===== config.mk =====
export PLATFORM = sky130hd
export DESIGN_NAME = tilt_angle_from_accel_core
export DESIGN_NICKNAME = d
export VERILOG_FILES = /design/src/rtl/tafa_pkg.sv /design/src/rtl/tafa_div.sv /design/src/rtl/tilt_angle_from_accel_core.sv
export SDC_FILE = /design/constraint.sdc
export NUM_CORES = 1
export LEC_CHECK = 0
export ABC_AREA = 1
export BUFFER_PORTS_ARGS = -buffer_cell sky130_fd_sc_hd__buf_4
export CAP_MARGIN = 20
export CORE_ASPECT_RATIO = 1.75
export CORE_MARGIN = 1.5
export CORE_UTILIZATION = 50
export DETAILED_ROUTE_END_ITERATION = 6
export PLACE_DENSITY = 0.66
export SLEW_MARGIN = 20
export SYNTH_ARGS = -nofsm -noshare
export SYNTH_HDL_FRONTEND = slang
export SYNTH_SLANG_ARGS = --single-unit

===== constraint.sdc =====
create_clock -name aclk -period 18.1 [get_ports aclk]
set_clock_uncertainty 0.1 [all_clocks]
set_input_delay 2.715 -clock aclk [delete_from_list [all_inputs] [get_ports aclk]]
set_output_delay 2.715 -clock aclk [all_outputs]
set_load 0.1 [all_outputs]

===== src/rtl/tafa_pkg.sv =====
package tafa_pkg;

    // Input word layout: a 12-bit two's complement sample, left-justified in 16 bits.
    localparam int WORD_W    = 16;
    localparam int AXIS_W    = 12;

    // Octant numerator 450 * min(|x|,|z|) and its quotient by max(|x|,|z|).
    localparam int NUM_W     = 20;
    localparam int QUOT_W    = 9;
    localparam int OCT_SCALE = 450;

    // The divider resolves DIV_BITS quotient bits in each of DIV_STAGES stages.
    localparam int DIV_STAGES = 3;
    localparam int DIV_BITS   = 3;

    // Angle in tenths of a degree.
    localparam int ANG_W       = 10;
    localparam int TILT_W      = 12;
    localparam int MAG_W       = 11;
    localparam int RIGHT_ANGLE = 900;
    localparam logic signed [TILT_W-1:0] TILT_STRAIGHT = 12'sd1800;

    // Division by ten as a multiplication by a scaled reciprocal.
    localparam int RECIP10     = 6554;
    localparam int RECIP_SHIFT = 16;
    localparam int PROD_W      = 24;

    // Servo angle in whole degrees.
    localparam int SERVO_W  = 8;
    localparam int WHOLE_W  = 10;
    localparam logic signed [WHOLE_W-1:0] SERVO_MID = 10'sd90;
    localparam logic signed [WHOLE_W-1:0] SERVO_MAX = 10'sd180;

    // Quadrant and octant information that travels beside the divider.
    typedef struct packed {
        logic x_neg;
        logic z_neg;
        logic x_major;
        logic zero;
    } side_t;

endpackage


===== src/rtl/tafa_div.sv =====
module tafa_div (
    input  logic                         aclk,
    input  logic                         aresetn,
    input  logic                         in_valid,
    output logic                         in_ready,
    input  logic [tafa_pkg::NUM_W-1:0]   in_num,
    input  logic [tafa_pkg::AXIS_W-1:0]  in_den,
    input  tafa_pkg::side_t              in_side,
    output logic                         out_valid,
    input  logic                         out_ready,
    output logic [tafa_pkg::QUOT_W-1:0]  out_quot,
    output tafa_pkg::side_t              out_side
);
    import tafa_pkg::*;

    logic [NUM_W-1:0]  rem_reg  [DIV_STAGES];
    logic [NUM_W-1:0]  rem_next [DIV_STAGES];
    logic [QUOT_W-1:0] quot_reg  [DIV_STAGES];
    logic [QUOT_W-1:0] quot_next [DIV_STAGES];
    logic [AXIS_W-1:0] den_reg  [DIV_STAGES];
    side_t             side_reg [DIV_STAGES];
    logic              vld_reg  [DIV_STAGES];
    logic              adv      [DIV_STAGES];

    // A stage moves when it is empty or the stage after it moves.
    genvar gk;
    generate
        for (gk = 0; gk < DIV_STAGES; gk++) begin : g_adv
            if (gk == DIV_STAGES - 1) begin : g_last
                assign adv[gk] = !vld_reg[gk] || out_ready;
            end else begin : g_mid
                assign adv[gk] = !vld_reg[gk] || adv[gk + 1];
            end
        end
    endgenerate

    // Restoring division, a few quotient bits per stage, most significant first.
    always_comb begin
        logic [NUM_W:0]    r;
        logic [NUM_W:0]    dsh;
        logic [QUOT_W-1:0] q;
        logic [AXIS_W-1:0] d;
        int                i;
        for (int k = 0; k < DIV_STAGES; k++) begin
            if (k == 0) begin
                r = (NUM_W + 1)'(in_num);
                q = '0;
                d = in_den;
            end else begin
                r = (NUM_W + 1)'(rem_reg[k - 1]);
                q = quot_reg[k - 1];
                d = den_reg[k - 1];
            end
            for (int b = 0; b < DIV_BITS; b++) begin
                i   = QUOT_W - 1 - DIV_BITS * k - b;
                dsh = (NUM_W + 1)'(d) << i;
                if (r >= dsh) begin
                    r    = r - dsh;
                    q[i] = 1'b1;
                end
            end
            rem_next[k]  = r[NUM_W-1:0];
            quot_next[k] = q;
        end
    end

    // Stage registers; valid bits are cleared by reset, payload is not.
    always_ff @(posedge aclk) begin
        for (int k = 0; k < DIV_STAGES; k++) begin
            if (adv[k]) begin
                rem_reg[k]  <= rem_next[k];
                quot_reg[k] <= quot_next[k];
                if (k == 0) begin
                    den_reg[k]  <= in_den;
                    side_reg[k] <= in_side;
                end else begin
                    den_reg[k]  <= den_reg[k - 1];
                    side_reg[k] <= side_reg[k - 1];
                end
            end
        end
    end

    always_ff @(posedge aclk) begin
        for (int k = 0; k < DIV_STAGES; k++) begin
            if (!aresetn) begin
                vld_reg[k] <= 1'b0;
            end else if (adv[k]) begin
                if (k == 0) begin
                    vld_reg[k] <= in_valid;
                end else begin
                    vld_reg[k] <= vld_reg[k - 1];
                end
            end
        end
    end

    assign in_ready  = adv[0];
    assign out_valid = vld_reg[DIV_STAGES - 1];
    assign out_quot  = quot_reg[DIV_STAGES - 1];
    assign out_side  = side_reg[DIV_STAGES - 1];

endmodule


===== src/rtl/tilt_angle_from_accel_core.sv =====
// Requests pass stage 1, stage 2, the divider, stage 6 and stage 7 in order.
// Throughput: one request per cycle while m_ready is high; each stage holds its
// item only while the stage after it is full and stalled, so a bubble closes up at
// once. Stage cost is set by the three-stage divider that resolves three quotient
// bits per stage. Reset (aresetn low at a clock edge) empties every stage.
module tilt_angle_from_accel_core (
    input  logic                               aclk,
    input  logic                               aresetn,
    input  logic                               s_valid,
    output logic                               s_ready,
    input  logic [tafa_pkg::WORD_W-1:0]        s_x_raw,
    input  logic [tafa_pkg::WORD_W-1:0]        s_z_raw,
    output logic                               m_valid,
    input  logic                               m_ready,
    output logic signed [tafa_pkg::TILT_W-1:0] m_tilt_tenths,
    output logic [tafa_pkg::SERVO_W-1:0]       m_servo_deg,
    output logic                               m_clamped
);
    import tafa_pkg::*;

    // Stage 1: magnitudes, octant choice and sign bits.
    logic [AXIS_W-1:0] x_bits, z_bits, ax, az;
    logic [AXIS_W-1:0] lo_next, hi_next;
    side_t             side_next;
    logic [AXIS_W-1:0] lo_reg, hi_reg;
    side_t             p1_side_reg;
    logic              p1_vld_reg;
    logic              adv1;

    // Stage 2: octant numerator.
    logic [NUM_W-1:0]  num_next;
    logic [NUM_W-1:0]  num_reg;
    logic [AXIS_W-1:0] den_reg;
    side_t             p2_side_reg;
    logic              p2_vld_reg;
    logic              adv2;

    // Divider.
    logic              div_in_ready;
    logic              div_out_valid;
    logic [QUOT_W-1:0] div_quot;
    side_t             div_side;

    // Stage 6: signed tilt and its magnitude.
    logic [ANG_W-1:0]         ang;
    logic signed [TILT_W-1:0] ang_s;
    logic signed [TILT_W-1:0] tilt_next;
    logic signed [TILT_W-1:0] tilt_abs;
    logic signed [TILT_W-1:0] tilt_reg;
    logic [MAG_W-1:0]         mag_reg;
    logic                     p6_vld_reg;
    logic                     adv6;

    // Stage 7: servo angle and output register.
    logic [PROD_W-1:0]         prod;
    logic [SERVO_W-1:0]        deg;
    logic signed [WHOLE_W-1:0] deg_s;
    logic signed [WHOLE_W-1:0] whole;
    logic signed [WHOLE_W-1:0] servo_s;
    logic [SERVO_W-1:0]        servo_next;
    logic                      clamped_next;
    logic                      m_valid_reg;
    logic signed [TILT_W-1:0]  m_tilt_reg;
    logic [SERVO_W-1:0]        m_servo_reg;
    logic                      m_clamped_reg;
    logic                      adv7;

    // Each stage moves when it is empty or the next stage moves.
    assign adv7    = !m_valid_reg || m_ready;
    assign adv6    = !p6_vld_reg || adv7;
    assign adv2    = !p2_vld_reg || div_in_ready;
    assign adv1    = !p1_vld_reg || adv2;
    assign s_ready = adv1;

    // Take the 12-bit samples from the top of each left-justified word and take magnitudes.
    always_comb begin
        x_bits = s_x_raw[WORD_W-1 -: AXIS_W];
        z_bits = s_z_raw[WORD_W-1 -: AXIS_W];
        ax = x_bits[AXIS_W-1] ? AXIS_W'(~x_bits + 1'b1) : x_bits;
        az = z_bits[AXIS_W-1] ? AXIS_W'(~z_bits + 1'b1) : z_bits;
        side_next.x_neg   = x_bits[AXIS_W-1];
        side_next.z_neg   = z_bits[AXIS_W-1];
        side_next.x_major = ax > az;
        side_next.zero    = (ax == '0) && (az == '0);
        lo_next = side_next.x_major ? az : ax;
        hi_next = side_next.x_major ? ax : az;
    end

    always_ff @(posedge aclk) begin
        if (adv1) begin
            lo_reg      <= lo_next;
            hi_reg      <= hi_next;
            p1_side_reg <= side_next;
        end
    end

    // Scale the smaller magnitude for the octant law.
    assign num_next = NUM_W'(lo_reg) * NUM_W'(OCT_SCALE);

    always_ff @(posedge aclk) begin
        if (adv2) begin
            num_reg     <= num_next;
            den_reg     <= hi_reg;
            p2_side_reg <= p1_side_reg;
        end
    end

    tafa_div u_div (
        .aclk      (aclk),
        .aresetn   (aresetn),
        .in_valid  (p2_vld_reg),
        .in_ready  (div_in_ready),
        .in_num    (num_reg),
        .in_den    (den_reg),
        .in_side   (p2_side_reg),
        .out_valid (div_out_valid),
        .out_ready (adv6),
        .out_quot  (div_quot),
        .out_side  (div_side)
    );

    // Fold the octant angle into its quadrant.
    always_comb begin
        ang = div_side.x_major ? ANG_W'(RIGHT_ANGLE) - ANG_W'(div_quot)
                               : ANG_W'(div_quot);
        ang_s = $signed(TILT_W'(ang));
        if (div_side.zero) begin
            tilt_next = '0;
        end else if (div_side.x_neg) begin
            tilt_next = div_side.z_neg ? ang_s - TILT_STRAIGHT : -ang_s;
        end else begin
            tilt_next = div_side.z_neg ? TILT_STRAIGHT - ang_s : ang_s;
        end
        tilt_abs = tilt_next[TILT_W-1] ? -tilt_next : tilt_next;
    end

    always_ff @(posedge aclk) begin
        if (adv6) begin
            tilt_reg <= tilt_next;
            mag_reg  <= tilt_abs[MAG_W-1:0];
        end
    end

    // Whole degrees truncated toward zero, offset to the servo center and clamped.
    always_comb begin
        prod  = PROD_W'(mag_reg) * PROD_W'(RECIP10);
        deg   = prod[RECIP_SHIFT +: SERVO_W];
        deg_s = $signed(WHOLE_W'(deg));
        whole = tilt_reg[TILT_W-1] ? -deg_s : deg_s;
        servo_s = whole + SERVO_MID;
        if (servo_s < 0) begin
            servo_next   = '0;
            clamped_next = 1'b1;
        end else if (servo_s > SERVO_MAX) begin
            servo_next   = SERVO_MAX[SERVO_W-1:0];
            clamped_next = 1'b1;
        end else begin
            servo_next   = servo_s[SERVO_W-1:0];
            clamped_next = 1'b0;
        end
    end

    always_ff @(posedge aclk) begin
        if (adv7) begin
            m_tilt_reg    <= tilt_reg;
            m_servo_reg   <= servo_next;
            m_clamped_reg <= clamped_next;
        end
    end

    // Valid bits travel with the data.
    always_ff @(posedge aclk) begin
        if (!aresetn) begin
            p1_vld_reg  <= 1'b0;
            p2_vld_reg  <= 1'b0;
            p6_vld_reg  <= 1'b0;
            m_valid_reg <= 1'b0;
        end else begin
            if (adv1) begin
                p1_vld_reg <= s_valid;
            end
            if (adv2) begin
                p2_vld_reg <= p1_vld_reg;
            end
            if (adv6) begin
                p6_vld_reg <= div_out_valid;
            end
            if (adv7) begin
                m_valid_reg <= p6_vld_reg;
            end
        end
    end

    assign m_valid       = m_valid_reg;
    assign m_tilt_tenths = m_tilt_reg;
    assign m_servo_deg   = m_servo_reg;
    assign m_clamped     = m_clamped_reg;

endmodule

==> results of run 1 <==
worst reg2reg max path, delay by kind of cell, from the launching register on:
kind | cells | cell delay, ps
flip-flops | 1 | 420
buffers and inverters | 5 | 860
AO/OA/AOI/OAI | 10 | 2670
adder cells (fa/ha/maj) | 4 | 1280
AND/OR/NAND/NOR | 19 | 2660
area by class of cell:
cell class | instances | area [µm²]
inverters | 411 | 1540
well taps | 480 | 601
fillers | 3557 | 17000
clock inverters | 16 | 161
clock buffers | 22 | 529
multi-input cells | 1757 | 11400
repair buffers | 58 | 435
flip-flops and latches | 205 | 6110
stage by stage:
stage | setup slack (ps) | util
after floorplan | 7680 | -
after global placement | 8470 | 0.532
after detailed placement | 8400 | 0.532
after CTS | 8390 | 0.550
after global routing | 8060 | 0.550
final | 8570 | 0.550
Yosys cell counts, types with 5 or more instances:
cell | count | area [µm²]
a21o_1 | 9 | 67.6
edfxtp_1 | 200 | 6010
o21ai_1 | 7 | 35.0
nor4_1 | 15 | 93.8
ha_1 | 239 | 2990
nand4_1 | 39 | 244
fa_1 | 55 | 1100
o21ai_0 | 137 | 686
nor2_1 | 172 | 646
clkbuf_1 | 21 | 78.8
xnor2_1 | 48 | 420
nand3_1 | 128 | 641
a21oi_1 | 146 | 731
xor2_1 | 80 | 701
and2_1 | 5 | 31.3
nand3b_1 | 12 | 90.1
dfxtp_1 | 5 | 100
o221ai_1 | 5 | 43.8
or2_2 | 10 | 62.6
nand2_1 | 536 | 2010
inv_1 | 406 | 1520
nor3_1 | 41 | 205
a31oi_1 | 8 | 50.1
o21bai_1 | 11 | 82.6
nand2_2 | 10 | 62.6
per-layer routing:
metal,up-vias,routed length [µm]
met4,0,3150
met5,-,0
li1,8074,-
met2,253,27000
met1,7378,14700
met3,135,919
layout by cell type, fill, tap and decap left out, types with 3 or more instances in the layout:
master and count:
a211oi_1 4, a21o_1 9, a21oi_1 146, a31oi_1 8, and2_1 5, buf_4 58, clkbuf_16 21, clkinv_1 4
clkinv_2 5, dfxtp_1 5, edfxtp_1 200, fa_1 55, ha_1 239, inv_1 406, inv_2 3, inv_6 3
nand2_1 536, nand2_2 10, nand3_1 128, nand3_2 4, nand3b_1 12, nand4_1 39, nor2_1 172, nor2_4 4
nor3_1 41, nor4_1 15, o211ai_1 3, o21ai_0 137, o21ai_1 7, o21bai_1 11, o221ai_1 5, or2_2 10
xnor2_1 48, xor2_1 80
final timing paths:
kind | from | cells after the start | end
hold reg to reg | tilt_reg[10] | 0 | m_tilt_tenths[10]
setup reg to reg | u_div.den_reg[0][0] | 38 | u_div.rem_reg[0][38]
hold / removal | tilt_reg[10] | 0 | m_tilt_tenths[10]
setup / recovery | m_ready | 16 | s_ready
logic make-up (layout without fill, tap and decap cells):
| group | after synthesis | after routing | share of synthesized area |
|---|---|---|---|
| adder cells (fa/ha/maj) | 294 | 294 | 0.213 |
| XOR/XNOR | 128 | 128 | 0.0584 |
| AO/OA/AOI/OAI | 345 | 345 | 0.0977 |
| buffers and inverters | 440 | 507 | 0.0877 |
| flip-flops | 205 | 205 | 0.318 |
| AND/OR/NAND/NOR | 989 | 989 | 0.224 |
| multiplexers | 1 | 1 | 0.000587 |
==> impl_metrics.toml, run 1 <==
[outcome]
status = "finished, final reports clean"

[grt]
grt_pass1_wl_um = 75500
grt.total_usage = 0.242
grt-ovfl-total = 0
antenna_found_initial = 0
use_met3 = 0.0194
groute.layer.met1.usage = 0.198
grt_pass1_vias = 16600
grt-busiest-layer = "met2"
grt_max_degree = 43
use_met2 = 0.521

[worst_setup_path]
crit_fanout = 42
crit_family = "buffers and inverters"
crit_type = "primary input to primary output"
end_kind = "primary output"
crit_chain = "buf_4 -> nor2_1 -> inv_1 -> nor2_1 -> inv_1 -> nor2_1 -> inv_1 -> nor2_1 -> inv_1 -> buf_4 -> nor2_1 -> inv_1 -> buf_4 -> nor2_1 -> nand2_1 -> buf_4"
cpMostUsedCell = "nor2_1"
critPathSlowestCell = "inv_1"
start_kind = "primary input"
crit_arrival_ps = 6720
crit_required_ps = 15290
critPathBufInv = 9
reg2reg_slack_ps = 9830
critPathMaxStageDelay_ps = 680

[synth]
postSynthAreaPerCell_um2 = 7.99
synth-main-ff-cell = "edfxtp_1"
syn_inst = 2402
yosys_warnings = 0
synth.distinct_cells = 55
synth-seq-cells = 205
async_reset_ff_frac = 0
synth_edf_count = 200
syn_area_um2 = 19200
ys_seq_area_frac = 0.318
syn_nets = 2732

[floorplanning]
dieHeight_um = 262
io_pins = 59
die_area_um2 = 39600
die_width_um = 151
core_area_um2 = 37800
start_util = 0.508
rows = 94

[worst_hold_path]
hp-class = "register to register"

[timing]
max_freq_ghz = 0.105
period_share = 0.527
finalSetupViolCount = 0
fin_hold_ws_ps = 314
fin_setup_tns_ps = 0
rsz0062_at_grt = "false"
tightest_slew_ps = 1040
fin_crit_ps = 9530
max_slew_margin = 0.303
hold_violations = 0
report.final.slew_viol_count = 0

[clocking]
path_clk_slew_ps = 70
cts_root_buffer = "clkbuf_16"
htreeDepth = 1
cts_resized = 0
post-cts-setup-buffers = 0
cts_buffers = 21
clk_latency_ps = 530
tritoncts = "built"
clock_sinks = 205
cts_buffer_depth = 3
holdBufCountCts = 0

[finish]
area.growth.synth_to_final_pct = 8.27
largest_reg_flops = 38
final_nets = 2784
n_antenna_cell = 0
drive_above_1_share = 0.0547
final_cell_count_no_fill = 2949
fin_area_um2 = 20800

[route]
vias = 15800
wl_per_cell_um = 15.5
via_per_inst = 5.37
drc = 0
wl_um = 45800
first_pass_iters = 5
ant_nets = 0
first_iter_violations = 573

[flow_run]
maxCapViolations = 0

[placement]
place_congestion = 0.928
placed_cells = 2911
port-buffer-count = 50
hpwl_um = 39000
dpl_cell_area_um2 = 20100
Power of run 1 is left out: the tool's default activity adds up to more than one toggle a clock period on the data nets, which glitch-free logic cannot reach.
==> inputs of run 2 (changes only) <==
--- a/config.mk
+++ b/config.mk
@@ -5,14 +5,14 @@
 export SDC_FILE = /design/constraint.sdc
 export NUM_CORES = 1
 export LEC_CHECK = 0
-export ABC_AREA = 1
+export ABC_AREA = 0
 export BUFFER_PORTS_ARGS = -buffer_cell sky130_fd_sc_hd__buf_4
 export CAP_MARGIN = 20
 export CORE_ASPECT_RATIO = 1.75
 export CORE_MARGIN = 1.5
 export CORE_UTILIZATION = 50
 export DETAILED_ROUTE_END_ITERATION = 6
-export PLACE_DENSITY = 0.66
+export PLACE_DENSITY = 0.69
 export SLEW_MARGIN = 20
 export SYNTH_ARGS = -nofsm -noshare
 export SYNTH_HDL_FRONTEND = slang
==> constraint.sdc (replaced) <==
create_clock -name aclk -period 7.95 [get_ports aclk]
set_clock_uncertainty 0.1 [all_clocks]
set_input_delay 1.1925 -clock aclk [delete_from_list [all_inputs] [get_ports aclk]]
set_output_delay 1.1925 -clock aclk [all_outputs]
set_load 0.1 [all_outputs]
==> run 2 against run 1 <==
Effect of this change: hold slack worse by 2.8 ps; core utilization up 2.2 points; area after synthesis down 2.8%; largest cell class unchanged.
==> impl_metrics.toml, run 2 <==
[finish]
n_antenna_cell = 0
final_cell_mix = "ha_1 (239), inv_1 (225), edfxtp_1 (200)"
area.growth.synth_to_final_pct = 12.8
drive_above_1_share = 0.141
layout_commonest_cell = "ha_1"
final_nets = 2376
largest_reg_flops = 38

[route]
drc = 0
wl_per_cell_um = 17.7
first_pass_iters = 6
first_iter_violations = 571
dr.max_layer_used = "met4"
via_per_inst = 5.72
wl_met1_um = 14600
vias = 14500
wl_met3_um = 947
wl_um = 44800
route.met2.wl_um = 25700
ant_nets = 0

[grt]
grt_pass1_wl_um = 71800
grt.total_usage = 0.236
antenna_found_initial = 0
grt_pass1_vias = 15100
grt-ovfl-total = 0
grt_max_degree = 43

[timing]
finalSetupViolCount = 0
tightest_slew_ps = 831
fin_crit_ps = 7600
max_freq_ghz = 0.132
worst_slack_ps = 348
fin_setup_tns_ps = 0
report.final.slew_viol_count = 0
hold_violations = 0
fin_hold_ws_ps = 312
max_slew_margin = 0.432
period_share = 0.956

[synth]
synth-seq-cells = 205
yosys.area.top_type = "edfxtp_1"
yosys_warnings = 0
async_reset_ff_frac = 0
synth.distinct_cells = 95
ys_seq_area_frac = 0.327
synth-main-ff-cell = "edfxtp_1"
syn_inst = 1898
postSynthAreaPerCell_um2 = 9.83
synth.most_common_cell = "ha_1"
synthTopCellsByCount = "ha_1 (239), inv_1 (226), edfxtp_1 (200)"
netlist.area_leader.share = 0.322
synth_area_leaders = "edfxtp_1 (32%), ha_1 (16%), fa_1 (5.9%)"
syn_area_um2 = 18600
syn_nets = 2228
synth_edf_count = 200

[worst_setup_path]
critPathBufInv = 5
worstReg2RegStart = "den_reg[9]"
r2r-end = "u_div.rem_reg[0][16]"
crit_fanout = 6
crit_type = "register to register"
rr_worst_depth = 32
critPathSlowestCell = "edfxtp_1"
crit_arrival_ps = 7780
crit_family = "compound AO/OA/AOI/OAI gates"
reg2reg_slack_ps = 350
crit_required_ps = 8120
end_kind = "register"
cpMostUsedCell = "o21ai_0"
critPathMaxStageDelay_ps = 530
start_kind = "register"

[clocking]
cts_buffer_depth = 3
clock_sinks = 205
path_clk_slew_ps = 60
cts_root_buffer = "clkbuf_16"
cts_buffers = 21
clk_latency_ps = 520
htreeDepth = 1
tritoncts = "built"

[floorplanning]
io_pins = 59
rows = 93
die_width_um = 149
core_area_um2 = 36800
start_util = 0.507
die_area_um2 = 38500
dieHeight_um = 258

[placement]
post-place-ws_ps = -53.6
hpwl_um = 37900
place_congestion = 0.935
port-buffer-count = 50

[worst_hold_path]
worstHoldStart = "hi_reg[0]"
min_to = "den_reg[0]"
min_path_cells = 0
hp-class = "register to register"

[flow_run]
maxCapViolations = 0

[outcome]
status = "finished, final reports clean"
## run 2: cell types whose count changed after synthesis, moves of 38 or more
cell,before,now
nor2_1,172,130
nand2_1,536,121
xnor2_1,48,95
inv_1,406,226
o21ai_0,137,99
nand3_1,128,29
a21oi_1,146,108
## run 2: final cells by class
class,count,area (µm²)
multi-input cells,1432,11600
clock inverters,15,100
well taps,475,594
fillers,3251,15700
inverters,228,856
flip-flops and latches,205,6110
repair buffers,158,1220
clock buffers,23,533
## run 2: logic make-up after synthesis
group | synth area share
DFF | 0.327
and+or+nand+nor | 0.134
buffers and inverters | 0.0538
AOI/OAI and AO/OA | 0.158
xor gates and xnor gates | 0.0665
muxes | 0.0415
adders and majority gates | 0.219
## run 2: timing repair
| action | CTS | global route |
|---|---|---|
| pin swaps | 1 | 10 |
| cloned | 0 | 1 |
| hold buffers | 0 | 0 |
| resized for setup | 4 | 37 |
| endpoints found under the setup margin | 24 | 34 |
| setup buffers | 0 | 4 |
## run 2: worst max path at each step
stage	from	end	depth (start not counted)
after floorplan	den_reg[1]	u_div.rem_reg[0][12]	38
after global placement	den_reg[1]	u_div.rem_reg[0][15]	37
after detailed placement	den_reg[1]	u_div.rem_reg[0][12]	37
after CTS	den_reg[1]	u_div.rem_reg[0][15]	35
after global routing	den_reg[9]	u_div.rem_reg[0][15]	35
final	den_reg[9]	u_div.rem_reg[0][16]	32
## run 2: per-stage QoR
step	cell area (µm²)	cells	util
after floorplan	18600	1898	-
after global placement	20300	2493	0.551
after detailed placement	20300	2493	0.551
after CTS	20900	2531	0.569
after global routing	21000	2536	0.572
final	21000	2536	0.572
## run 2: layer usage
metal	GRT usage	vias to the layer above
met1	0.205	6930
met2	0.488	282
met3	0.0155	148
li1	-	7134
met5	0	-
met4	0.166	0
Power of run 2 is left out for the same reason.
